==> config.mk <==
export PLATFORM = sky130hd
export DESIGN_NAME = m4vt_regs
export DESIGN_NICKNAME = d
export VERILOG_FILES = /design/src/hw/rtl/m4vt_pkg.sv /design/src/hw/rtl/m4vt_regs.sv
export SDC_FILE = /design/constraint.sdc
export NUM_CORES = 1
export LEC_CHECK = 0
export ABC_AREA = 1
export BUFFER_PORTS_ARGS = -buffer_cell sky130_fd_sc_hd__buf_4
export CORE_MARGIN = 2
export CORE_UTILIZATION = 30
export CTS_CLUSTER_DIAMETER = 40
export CTS_CLUSTER_SIZE = 28
export DETAILED_ROUTE_END_ITERATION = 6
export HOLD_SLACK_MARGIN = 0.15
export SYNTH_ARGS = -nofsm -noshare
export SYNTH_HDL_FRONTEND = slang
export SYNTH_SLANG_ARGS = --single-unit
==> constraint.sdc <==
create_clock -name clk -period 2.4 [get_ports clk]
set_clock_uncertainty 0.2 [all_clocks]
set_input_delay 0.48 -clock clk [delete_from_list [all_inputs] [get_ports clk]]
set_output_delay 0.48 -clock clk [all_outputs]
set_load 0.1 [all_outputs]
==> src/hw/rtl/m4vt_pkg.sv <==
// ----------------------------------------------------------------------------
// m4vt_pkg
// Shared types and constants for the 4x4 matrix by vector transform.
// ----------------------------------------------------------------------------
`default_nettype none

package m4vt_pkg;

  localparam int ELEMENT_WIDTH = 32;
  localparam int FRACTION_BITS = 16;

  localparam int NUM_LANES  = 4;
  localparam int NUM_WORDS  = 8;
  localparam int SLOT_W     = 32;
  localparam int CFG_DATA_W = 64;
  localparam int WORD_IDX_W = $clog2(NUM_WORDS);
  localparam int CFG_ADDR_W = WORD_IDX_W + 3;

  localparam int PROD_W = 2 * ELEMENT_WIDTH;
  localparam int PAIR_W = PROD_W + 1;
  localparam int SUM_W  = PROD_W + 2;
  localparam int SHR_W  = SUM_W - FRACTION_BITS;

  // Register stages in a lane: product, pair sum, full sum, clamped result
  localparam int LANE_DEPTH = 4;

  // Configuration word that holds row r, columns 2k and 2k+1
  localparam logic [WORD_IDX_W-1:0] WORD_OF [NUM_LANES][2] = '{
    '{WORD_IDX_W'(0), WORD_IDX_W'(1)},
    '{WORD_IDX_W'(2), WORD_IDX_W'(3)},
    '{WORD_IDX_W'(5), WORD_IDX_W'(4)},
    '{WORD_IDX_W'(6), WORD_IDX_W'(7)}
  };

  // Identity matrix in Q16.16
  localparam logic [CFG_DATA_W-1:0] RESET_WORDS [NUM_WORDS] = '{
    64'h0000_0000_0001_0000,
    64'h0000_0000_0000_0000,
    64'h0001_0000_0000_0000,
    64'h0000_0000_0000_0000,
    64'h0000_0000_0001_0000,
    64'h0000_0000_0000_0000,
    64'h0000_0000_0000_0000,
    64'h0001_0000_0000_0000
  };

  typedef logic signed [ELEMENT_WIDTH-1:0] elem_t;
  typedef elem_t [NUM_LANES-1:0]            row_t;
  typedef row_t  [NUM_LANES-1:0]            matrix_t;

  typedef struct packed {
    logic signed [SLOT_W-1:0] vec_x;
    logic signed [SLOT_W-1:0] vec_y;
    logic signed [SLOT_W-1:0] vec_z;
    logic signed [SLOT_W-1:0] vec_w;
  } in_item_t;

  typedef struct packed {
    logic signed [SLOT_W-1:0] out_x;
    logic signed [SLOT_W-1:0] out_y;
    logic signed [SLOT_W-1:0] out_z;
    logic signed [SLOT_W-1:0] out_w;
    logic                     saturated;
  } out_item_t;

  typedef struct packed {
    logic                     sat;
    logic signed [SLOT_W-1:0] value;
  } lane_res_t;

endpackage

`default_nettype wire

==> src/hw/rtl/m4vt_regs.sv <==
// ----------------------------------------------------------------------------
// m4vt_regs
// APB register file for the eight 64-bit matrix words; unpacks the matrix.
// ----------------------------------------------------------------------------
`default_nettype none

module m4vt_regs (
  input  wire logic                             clk,
  input  wire logic                             rst_n,
  input  wire logic                             psel,
  input  wire logic                             penable,
  input  wire logic                             pwrite,
  input  wire logic [m4vt_pkg::CFG_ADDR_W-1:0]  paddr,
  input  wire logic [m4vt_pkg::CFG_DATA_W-1:0]  pwdata,
  output logic      [m4vt_pkg::CFG_DATA_W-1:0]  prdata,
  output logic                                  pready,
  output m4vt_pkg::matrix_t                     matrix
);
  import m4vt_pkg::*;

  logic [CFG_DATA_W-1:0] words_r   [NUM_WORDS];
  logic [CFG_DATA_W-1:0] words_nxt [NUM_WORDS];
  logic [WORD_IDX_W-1:0] word_idx;
  logic                  wr_en;

  assign word_idx = paddr[CFG_ADDR_W-1:3];
  assign wr_en    = psel & penable & pwrite;
  assign pready   = 1'b1;
  assign prdata   = words_r[word_idx];

  always_comb begin
    for (int i = 0; i < NUM_WORDS; i++) begin
      words_nxt[i] = words_r[i];
    end
    if (wr_en) begin
      words_nxt[word_idx] = pwdata;
    end
  end

  always_ff @(posedge clk) begin
    for (int i = 0; i < NUM_WORDS; i++) begin
      if (!rst_n) begin
        words_r[i] <= RESET_WORDS[i];
      end else begin
        words_r[i] <= words_nxt[i];
      end
    end
  end

  // Element takes the low bits of its 32-bit half
  for (genvar r = 0; r < NUM_LANES; r++) begin : g_row
    for (genvar c = 0; c < NUM_LANES; c++) begin : g_col
      assign matrix[r][c] = words_r[WORD_OF[r][c/2]][SLOT_W*(c%2) +: ELEMENT_WIDTH];
    end
  end

endmodule

`default_nettype wire

==> impl_metrics.yaml, run 1 <==
drt:
  wl_met1_microns: 46900
  drc: 0
  drtPass1Iterations: 7
  dr_wl_met2_microns: 53500
  wire_per_inst_microns: 18.7
  num_vias: 28700
  ant_nets: 0
  met3_wirelength_microns: 9990
  viasPerCell: 4.70
  routed_wl_microns: 114000
  top_layer: "met5"
  drt_iter0_markers: 1955
timing:
  hold_ws_ps: 175
  max-slew-margin-rel_pct: 57.9
  setup_viol: 0
  hold_viol_final: 0
  grt_setup_unrepaired: "yes"
  post-route-period-util_pct: 98.0
  period_minus_slack_ps: 2350
  max_clock_freq_ghz: 0.425
  tightest_slew_ps: 631
  slew_violations: 0
critical_path:
  required_ps: 1720
  rr_worst_depth: 3
  cp.depth: 10
  end_kind: "output port"
  path_class: "in2out"
  slowest_delay_ps: 220
  worstPathMaxFanout: 17
  crit_top_cell: "nand2_1"
  path_cells: "buf_16 -> clkinv_16 -> buf_4 -> nand2_1 -> nand2_1 -> nand2_1 -> nand2_1 -> nand2_1 -> nand2_4 -> buf_12"
  startpoint_type: "primary input"
  crit_family: "buffers and inverters"
  slowest_stage: "buf_4"
  path_buf_inv: 4
  crit_arrival_ps: 1670
flow_run:
  maxCapViolCount: 0
finish:
  fillCellCount: 8501
  drive_gt1_share_pct: 22.1
  multi_input_area_sq_mm: 0.0137
  largest_reg_flops: 512
  final-seq-area_sq_mm: 0.0103
  nNetsFinal: 5015
  finalNonFillerCells: 6105
  syn2layout_area_growth_pct: 50.4
  fin_util_pct: 45.3
  reg.largest.list: "words_r: 512 flops"
  regMostFlops: "words_r"
pwr:
  p_per_area_mw_per_mm2: 707
  peakVddDrop_mv: 0.649
  leakage_nw: 18.2
  totalPowerFinal_mw: 26.7
floorplanning:
  io_pins: 652
  initial_utilization_pct: 30.1
  row_count: 106
  fp.dieW_microns: 293
  die_h_microns: 293
  core_sq_mm: 0.0833
  dieArea_sq_mm: 0.0860
clocking:
  cts_htree_levels: 3
  cts_buffers: 97
  cts_num_sinks: 512
  cts.clk_slew.worst_paths_ps: 50
  clk_path_buf_depth: 3
  clock_latency_ps: 650
  cts_tree: "yes"
  clockRootBuffer: "clkbuf_16"
global_routing:
  grt_max_degree: 72
  grt.total_usage_pct: 25.0
  antenna_found_initial: 2
  grt_pass1_vias: 26500
  overflow: 0
  grt_pass1_wl_microns: 165000
yosys:
  synth_top_cell_area_share_pct: 40.8
  ys_top_cells_by_area: "dfxtp_1 (41%), nand2_1 (32%), nor2_1 (15%)"
  syn_area_sq_mm: 0.0251
  synth.distinct_cells: 17
  ys_seq_area_share_pct: 40.8
  synth_seq_cells: 512
  yosysTopAreaCell: "dfxtp_1"
  syn_avg_cell_area_sq_um: 5.86
  ys_warn_count: 0
  netlist_instances: 4283
  synth_fp_nets: 4358
outcome:
  status: "finished, final reports clean"
placement:
  hpwlAfterDp_microns: 75200
  finalWeightedCongestion: 0.864
  dp_cells: 5846
  portBuffers: 647
hold_path:
  hold_depth: 5
  min_path_type: "in2reg"
-- cell families after synthesis --
family / share of synthesized area, %
flip-flops: 40.8
other: 0.0149
AND/OR/NAND/NOR: 52.6
buffers and inverters: 6.48
AO/OA/AOI/OAI: 0.0798
-- worst min-delay path: cells and delay by family --
kind | cells | cell delay [ps]
buffers and inverters | 2 | 250
and+or+nand+nor | 3 | 240
-- what timing repair did --
| action | 4_1_cts | 5_1_grt |
|---|---|---|
| endpoints found under the hold margin | 490 | 0 |
| buffers inserted | 1 | 0 |
| resized for setup | 100 | 163 |
| gates cloned | 0 | 10 |
| hold buffers | 64 | 0 |
| endpoints found under the setup margin | 64 | 64 |
| pin swaps | 1 | 2 |
-- power breakdown --
part / leakage (nW) / switching, mW / internal, mW
Combinational: 12.4 / 2.29 / 0.879
Clock: 1.71 / 5.06 / 9.73
Sequential: 4.17 / 0.101 / 8.63
Total: 18.2 / 7.45 / 19.2
-- metal layers --
metal,up-vias,GRT usage [%]
met1,13200,30.8
met2,1066,41.5
met3,201,6.88
met4,2,9.16
li1,14300,-
met5,-,0
-- cell usage after synthesis, drive strengths merged --
cell type / count
buf: 197
clkbuf: 93
nand4: 2
nand3: 266
dfxtp: 512
nor2: 1032
nand2: 2107
inv: 69
o21ai: 4
conb: 1
-- metrics by stage --
| stage | TNS [ps] | worst slack, ps | area [sq um] |
|---|---|---|---|
| floorplan | 0 | 47.8 | 25600 |
| global placement | -3450 | -109 | 32400 |
| detailed placement | -3510 | -114 | 32400 |
| CTS | -165 | -50.0 | 37000 |
| global route | -38.4 | -11.9 | 37800 |
| finish | 0 | 47.3 | 37800 |
-- final timing paths --
path	end	startpoint	slack, ps
max reg2reg	words_r[0][16]	words_r[0][16]	1470
min reg2reg	words_r[7][34]	words_r[7][34]	290
max	prdata[44]	paddr[3]	50
min	words_r[6][13]	pwdata[13]	180
-- area by class of cell --
| cell class | instances | area share, % |
|---|---|---|
| sequential | 512 | 27.4 |
| clock buffer | 118 | 6.99 |
| tap | 1080 | 3.58 |
| antenna | 1 | 0.00663 |
| inverter | 69 | 0.795 |
| multi-input combinational | 3412 | 36.4 |
| timing repair buffer | 848 | 22.4 |
| clock inverter | 65 | 2.43 |
-- layout by cell type, fill, tap and decap left out, drive strengths merged --
| cell | count |
|---|---|
| buf | 775 |
| bufinv | 17 |
| clkbuf | 127 |
| clkinv | 25 |
| clkinvlp | 13 |
| conb | 1 |
| dfxtp | 512 |
| diode | 1 |
| dlygate4sd3 | 64 |
| inv | 79 |
| nand2 | 2107 |
| nand3 | 266 |
| nand4 | 2 |
| nor2 | 1032 |
| o21ai | 4 |
Power figures use the tool's default switching activity.
==> run 2, diff against run 1 <==
- HOLD_SLACK_MARGIN: 0.15 -> not set
- RECOVER_POWER: not set -> 25
- REMOVE_ABC_BUFFERS: not set -> 1
==> run 2 against run 1 <==
Effect of this change: the flow now finishes with violations (setup timing); global-route usage shrank 1.4 points; clock power grew 5%; setup slack lost 69 ps; total power grew 2.7%; non-clock buffer count grew 38; via count grew 0.45%; sequential power is essentially flat; cell count grew 0.62%; flip-flop and latch count is the same; sequential share of layout area shrank 0.36 points; first-iteration DRC count grew 3.0%; die area is the same.
==> impl_metrics.yaml, run 2 (synthesis results as in run 1) <==
drt:
  num_vias: 28800
  routed_wl_microns: 110000
  drc: 0
  wire_per_inst_microns: 17.8
  ant_nets: 0
  viasPerCell: 4.69
  drt_iter0_markers: 2013
  drtPass1Iterations: 6
pwr:
  p_sw_share_pct: 27.2
  switchingPower_mw: 7.45
  seqPwrFrac_pct: 31.9
  p_int_mw: 20.0
  power_frac_comb_pct: 11.6
  leakage_nw: 18.7
  pwr-share-clk_pct: 56.5
  p_per_area_mw_per_mm2: 719
  peakVddDrop_mv: 0.581
outcome:
  violations: "setup timing"
  status: "finished with violations"
clocking:
  cts.clk_slew.worst_paths_ps: 50
  clock_latency_ps: 630
  clockRootBuffer: "clkbuf_16"
  cts_buffers: 98
  cts_tree: "yes"
  cts_htree_levels: 3
  cts_num_sinks: 512
  clk_path_buf_depth: 3
floorplanning:
  initial_utilization_pct: 30.1
  fp.dieW_microns: 293
  row_count: 106
  dieArea_sq_mm: 0.0860
  die_h_microns: 293
  io_pins: 652
  core_sq_mm: 0.0833
critical_path:
  worstPathMaxFanout: 12
  crit_top_cell: "buf_12"
  path_class: "in2out"
  required_ps: 1720
  slowest_stage: "bufbuf_16"
  slowest_delay_ps: 280
  path_cells: "buf_16 -> clkinv_16 -> buf_12 -> bufbuf_16 -> nand2_2 -> nand2_1 -> nor2_2 -> nor2_4 -> nand2_4 -> buf_12"
  path_buf_inv: 5
  crit_arrival_ps: 1740
  crit_family: "buffers and inverters"
  end_kind: "output port"
  startpoint_type: "primary input"
global_routing:
  grt_pass1_wl_microns: 158000
  grt_max_degree: 100
  antenna_found_initial: 1
  grt_pass1_vias: 25900
  overflow: 0
  grt.total_usage_pct: 23.5
finish:
  reg.largest.list: "words_r: 512 flops"
  syn2layout_area_growth_pct: 52.0
  fin_area_sq_mm: 0.0381
  drive_gt1_share_pct: 24.5
  nNetsFinal: 5054
  fin_util_pct: 45.8
  final_cell_mix: "nand2_1 (1985), nor2_1 (1019), buf_4 (706)"
  largest_reg_flops: 512
  regMostFlops: "words_r"
  layout.cells.most_common: "nand2_1"
placement:
  portBuffers: 647
  hpwlAfterDp_microns: 72500
  pre_cts_slack_ps: -139
  post_dp_cell_area_sq_mm: 0.0324
  finalWeightedCongestion: 0.901
timing:
  max-slew-margin-rel_pct: 40.1
  max_clock_freq_ghz: 0.413
  tightest_slew_ps: 898
  worst_slack_ps: -21.9
  setup_viol: 2
  post-route-period-util_pct: 101
  hold_viol_final: 0
  tns_ps: -33.7
  hold_ws_ps: 54.3
  slew_violations: 0
  grt_setup_unrepaired: "yes"
  period_minus_slack_ps: 2420
flow_run:
  maxCapViolCount: 0
hold_path:
  min_path_type: "in2reg"
## run 2: path summary, 6_finish.rpt
| check | start | to | slack (ps) | cells after the start |
|---|---|---|---|---|
| setup / recovery | paddr[3] | prdata[48] | -20 | 10 |
| hold / removal | pwdata[24] | words_r[7][24] | 50 | 5 |
| setup reg to reg | words_r[1][38] | words_r[1][38] | 1510 | 2 |
| hold reg to reg | words_r[3][48] | words_r[3][48] | 290 | 2 |
## run 2: area by class of cell
class                      instances  area [sq um]
tap                             1080          1350
timing repair buffer             886          8830
antenna                            2          5.00
inverter                          69           300
clock inverter                    60           985
sequential                       512         10300
fill                            8479         45200
clock buffer                     122          2750
multi-input combinational       3412         13600
## run 2: power groups by stage
stage	clock, mW	sequential [mW]	combinational [mW]
detailed placement	0	8.91	2.89
global route	16.0	8.75	3.36
global placement	0	8.91	2.88
CTS	15.7	8.74	2.98
floorplan	0	9.66	0.892
finish	15.5	8.75	3.18
## run 2: worst register-to-register path: stages (launching register included)
cell     delay [ps]
dfxtp_1         450
nor2_1           80
nor2_1          100
## run 2: metrics by stage
stage          cells  total power [mW]
3_5_place_dp    5918              11.8
6_report        6143              27.4
4_1_cts         6110              27.4
5_1_grt         6142              28.2
2_1_floorplan   3993              10.6
3_3_place_gp    5918              11.8
## run 2: what timing repair did
action,CTS,global route
resized for setup,147,257
hold buffers,3,0
pin swaps,0,50
endpoints found under the setup margin,60,64
setup buffers,4,17
cloned,3,14
endpoints found under the hold margin,25,0
## run 2: routing by layer
metal | vias up | share of wire [%] | GRT usage (%) | wire length (microns)
met3 | 214 | 6.7 | 4.04 | 7340
li1 | 14300 | - | - | -
met2 | 1077 | 48 | 40.0 | 52400
met1 | 13200 | 42 | 29.8 | 46600
met5 | - | 0 | 0 | 0
met4 | 0 | 3.0 | 8.51 | 3250
==> run 3, diff against run 2 <==
- CELL_PAD_IN_SITES_DETAIL_PLACEMENT: not set -> 1
- CELL_PAD_IN_SITES_GLOBAL_PLACEMENT: not set -> 2
- CORE_UTILIZATION: 30 -> 27
- PLACE_DENSITY_LB_ADDON: not set -> 0.1
==> run 3 against run 2 <==
Effect of this change: the flow still finishes with violations (setup timing); hold slack worse by 26 ps; maximum frequency down 0.21%; first-iteration DRC count down 31%; register-to-register slack worse by 70 ps; global-route usage up 2.6 points; via count up 1.6%; clock power up 8%; combinational power up 4%; cell count up 3.9%; flip-flop and latch count unchanged; total power up 4.9%; sequential share of layout area up 0.30 points; critical path type unchanged; largest cell class unchanged.
==> impl_metrics.yaml, run 3 (synthesis results as in run 1) <==
outcome:
  status: "finished with violations"
  violations: "setup timing"
global_routing:
  grt_max_degree: 70
  grt_pass1_wl_microns: 188000
  grt.total_usage_pct: 26.1
  overflow: 0
  grt_pass1_vias: 28800
  antenna_found_initial: 2
hold_path:
  min_path_type: "in2reg"
  hold_depth: 5
  min_to: "words_r[6][20]"
  hold_start: "pwdata[20]"
drt:
  wire_per_inst_microns: 20.3
  num_vias: 29300
  met3_wirelength_microns: 7030
  ant_nets: 0
  top_layer: "met5"
  wl_met1_microns: 55700
  drtPass1Iterations: 5
  drc: 0
  drt_iter0_markers: 1392
  routed_wl_microns: 129000
  dr_wl_met2_microns: 63400
  viasPerCell: 4.59
placement:
  hpwlAfterDp_microns: 87600
  dp_cells: 6081
  portBuffers: 647
  post_dp_cell_area_sq_mm: 0.0328
  finalWeightedCongestion: 0.812
  pre_cts_slack_ps: -130
finish:
  fin_area_sq_mm: 0.0397
  fin_util_pct: 43.2
  multi_input_area_sq_mm: 0.0136
  layout.cells.most_common: "nand2_1"
  largest_reg_flops: 512
  nNetsFinal: 5115
  regMostFlops: "words_r"
  final_cell_mix: "nand2_1 (1991), nor2_1 (1021), buf_4 (725)"
  reg.largest.list: "words_r: 512 flops"
  drive_gt1_share_pct: 31.1
  fillCellCount: 11600
  syn2layout_area_growth_pct: 58.4
  final-seq-area_sq_mm: 0.0109
  finalNonFillerCells: 6381
  antenna_cells: 0
timing:
  period_minus_slack_ps: 2430
  worst_slack_ps: -27.1
  hold_viol_final: 0
  tightest_slew_ps: 913
  slew_violations: 0
  max-slew-margin-rel_pct: 39.2
  post-route-period-util_pct: 101
  setup_viol: 7
  max_clock_freq_ghz: 0.412
  grt_setup_unrepaired: "yes"
pwr:
  p_sw_share_pct: 28.0
  leakage_nw: 19.3
  seqPwrFrac_pct: 30.3
  peakVddDrop_mv: 0.560
  pwr-share-clk_pct: 58.2
  switchingPower_mw: 8.05
  p_int_mw: 20.7
  p_per_area_mw_per_mm2: 724
  totalPowerFinal_mw: 28.8
  power_frac_comb_pct: 11.5
clocking:
  clk_path_buf_depth: 3
  cts_htree_levels: 3
  cts_num_sinks: 512
  cts_tree: "yes"
  clock_latency_ps: 690
  cts_buffers: 117
  cts.clk_slew.worst_paths_ps: 50
  clockRootBuffer: "clkbuf_16"
flow_run:
  maxCapViolCount: 0
critical_path:
  worstPathMaxFanout: 6
  r2r_end: "words_r[0][54]"
  worst-r2r-setup-slack_ps: 1440
  path_class: "in2out"
  startpoint_type: "primary input"
  end_kind: "output port"
  required_ps: 1720
  rr_worst_depth: 3
  r2r_start: "words_r[0][54]"
  crit_arrival_ps: 1750
floorplanning:
  die_h_microns: 309
  initial_utilization_pct: 27.3
  core_sq_mm: 0.0919
  io_pins: 652
  fp.dieW_microns: 309
  dieArea_sq_mm: 0.0954
  row_count: 111
==> run 3: power groups by stage <==
| stage | Combinational, mW | Clock (mW) | Sequential, mW |
|---|---|---|---|
| floorplan | 0.892 | 0 | 9.66 |
| global placement | 3.04 | 0 | 8.92 |
| detailed placement | 3.05 | 0 | 8.92 |
| CTS | 3.27 | 17.0 | 8.75 |
| global route | 3.52 | 17.5 | 8.70 |
| finish | 3.32 | 16.7 | 8.70 |
==> run 3: what timing repair did <==
| item | 4_1_cts | 5_1_grt |
|---|---|---|
| resized for setup | 480 | 286 |
| gates cloned | 9 | 8 |
| setup buffers | 18 | 40 |
| hold buffers | 11 | 0 |
| hold endpoints to repair | 45 | 0 |
| pin swaps | 18 | 65 |
| setup endpoints to repair | 64 | 64 |
==> run 3: worst max-delay path by stage <==
stage | start | endpoint | slack, ps | cells after the start
final | paddr[3] | prdata[10] | -30 | 12
after global routing | paddr[3] | prdata[10] | -90 | 12
after CTS | words_r[0][7] | prdata[7] | -30 | 7
after detailed placement | paddr[3] | prdata[12] | -130 | 11
after global placement | paddr[3] | prdata[33] | -130 | 11
after floorplan | paddr[3] | words_r[6][0] | -4760 | 6
==> run 3: metal layers <==
layer / vias up / track usage (%)
met1: 14000 / 32.2
li1: 14500 / -
met3: 168 / 5.30
met5: - / 0
met2: 644 / 46.0
met4: 4 / 7.07
==> run 3: area by class of cell <==
type	count	area share, %
Tap cell	1243	3.91
Multi-Input combinational cell	3412	34.1
Sequential cell	512	27.3
Clock inverter	71	2.36
Timing Repair inverter	1	0.0220
Timing Repair Buffer	927	23.5
Inverter	69	0.756
Clock buffer	146	8.04
==> run 3: per-stage QoR <==
stage | hold WS, ps | TNS [ps]
floorplan | 365 | -1308900
global placement | 291 | -4720
detailed placement | 298 | -4950
CTS | 1.33 | -149
global route | 46.9 | -1460
finish | 28.3 | -96.7
==> run 3: worst max-delay path, stage by stage <==
cell	delay [ps]
buf_16	150
clkinv_16	110
buf_12	170
buf_12	140
buf_8	130
nand2_4	50
nand2_2	50
nand2_1	50
nand2_1	60
nand2_1	70
nand2_2	80
buf_12	170
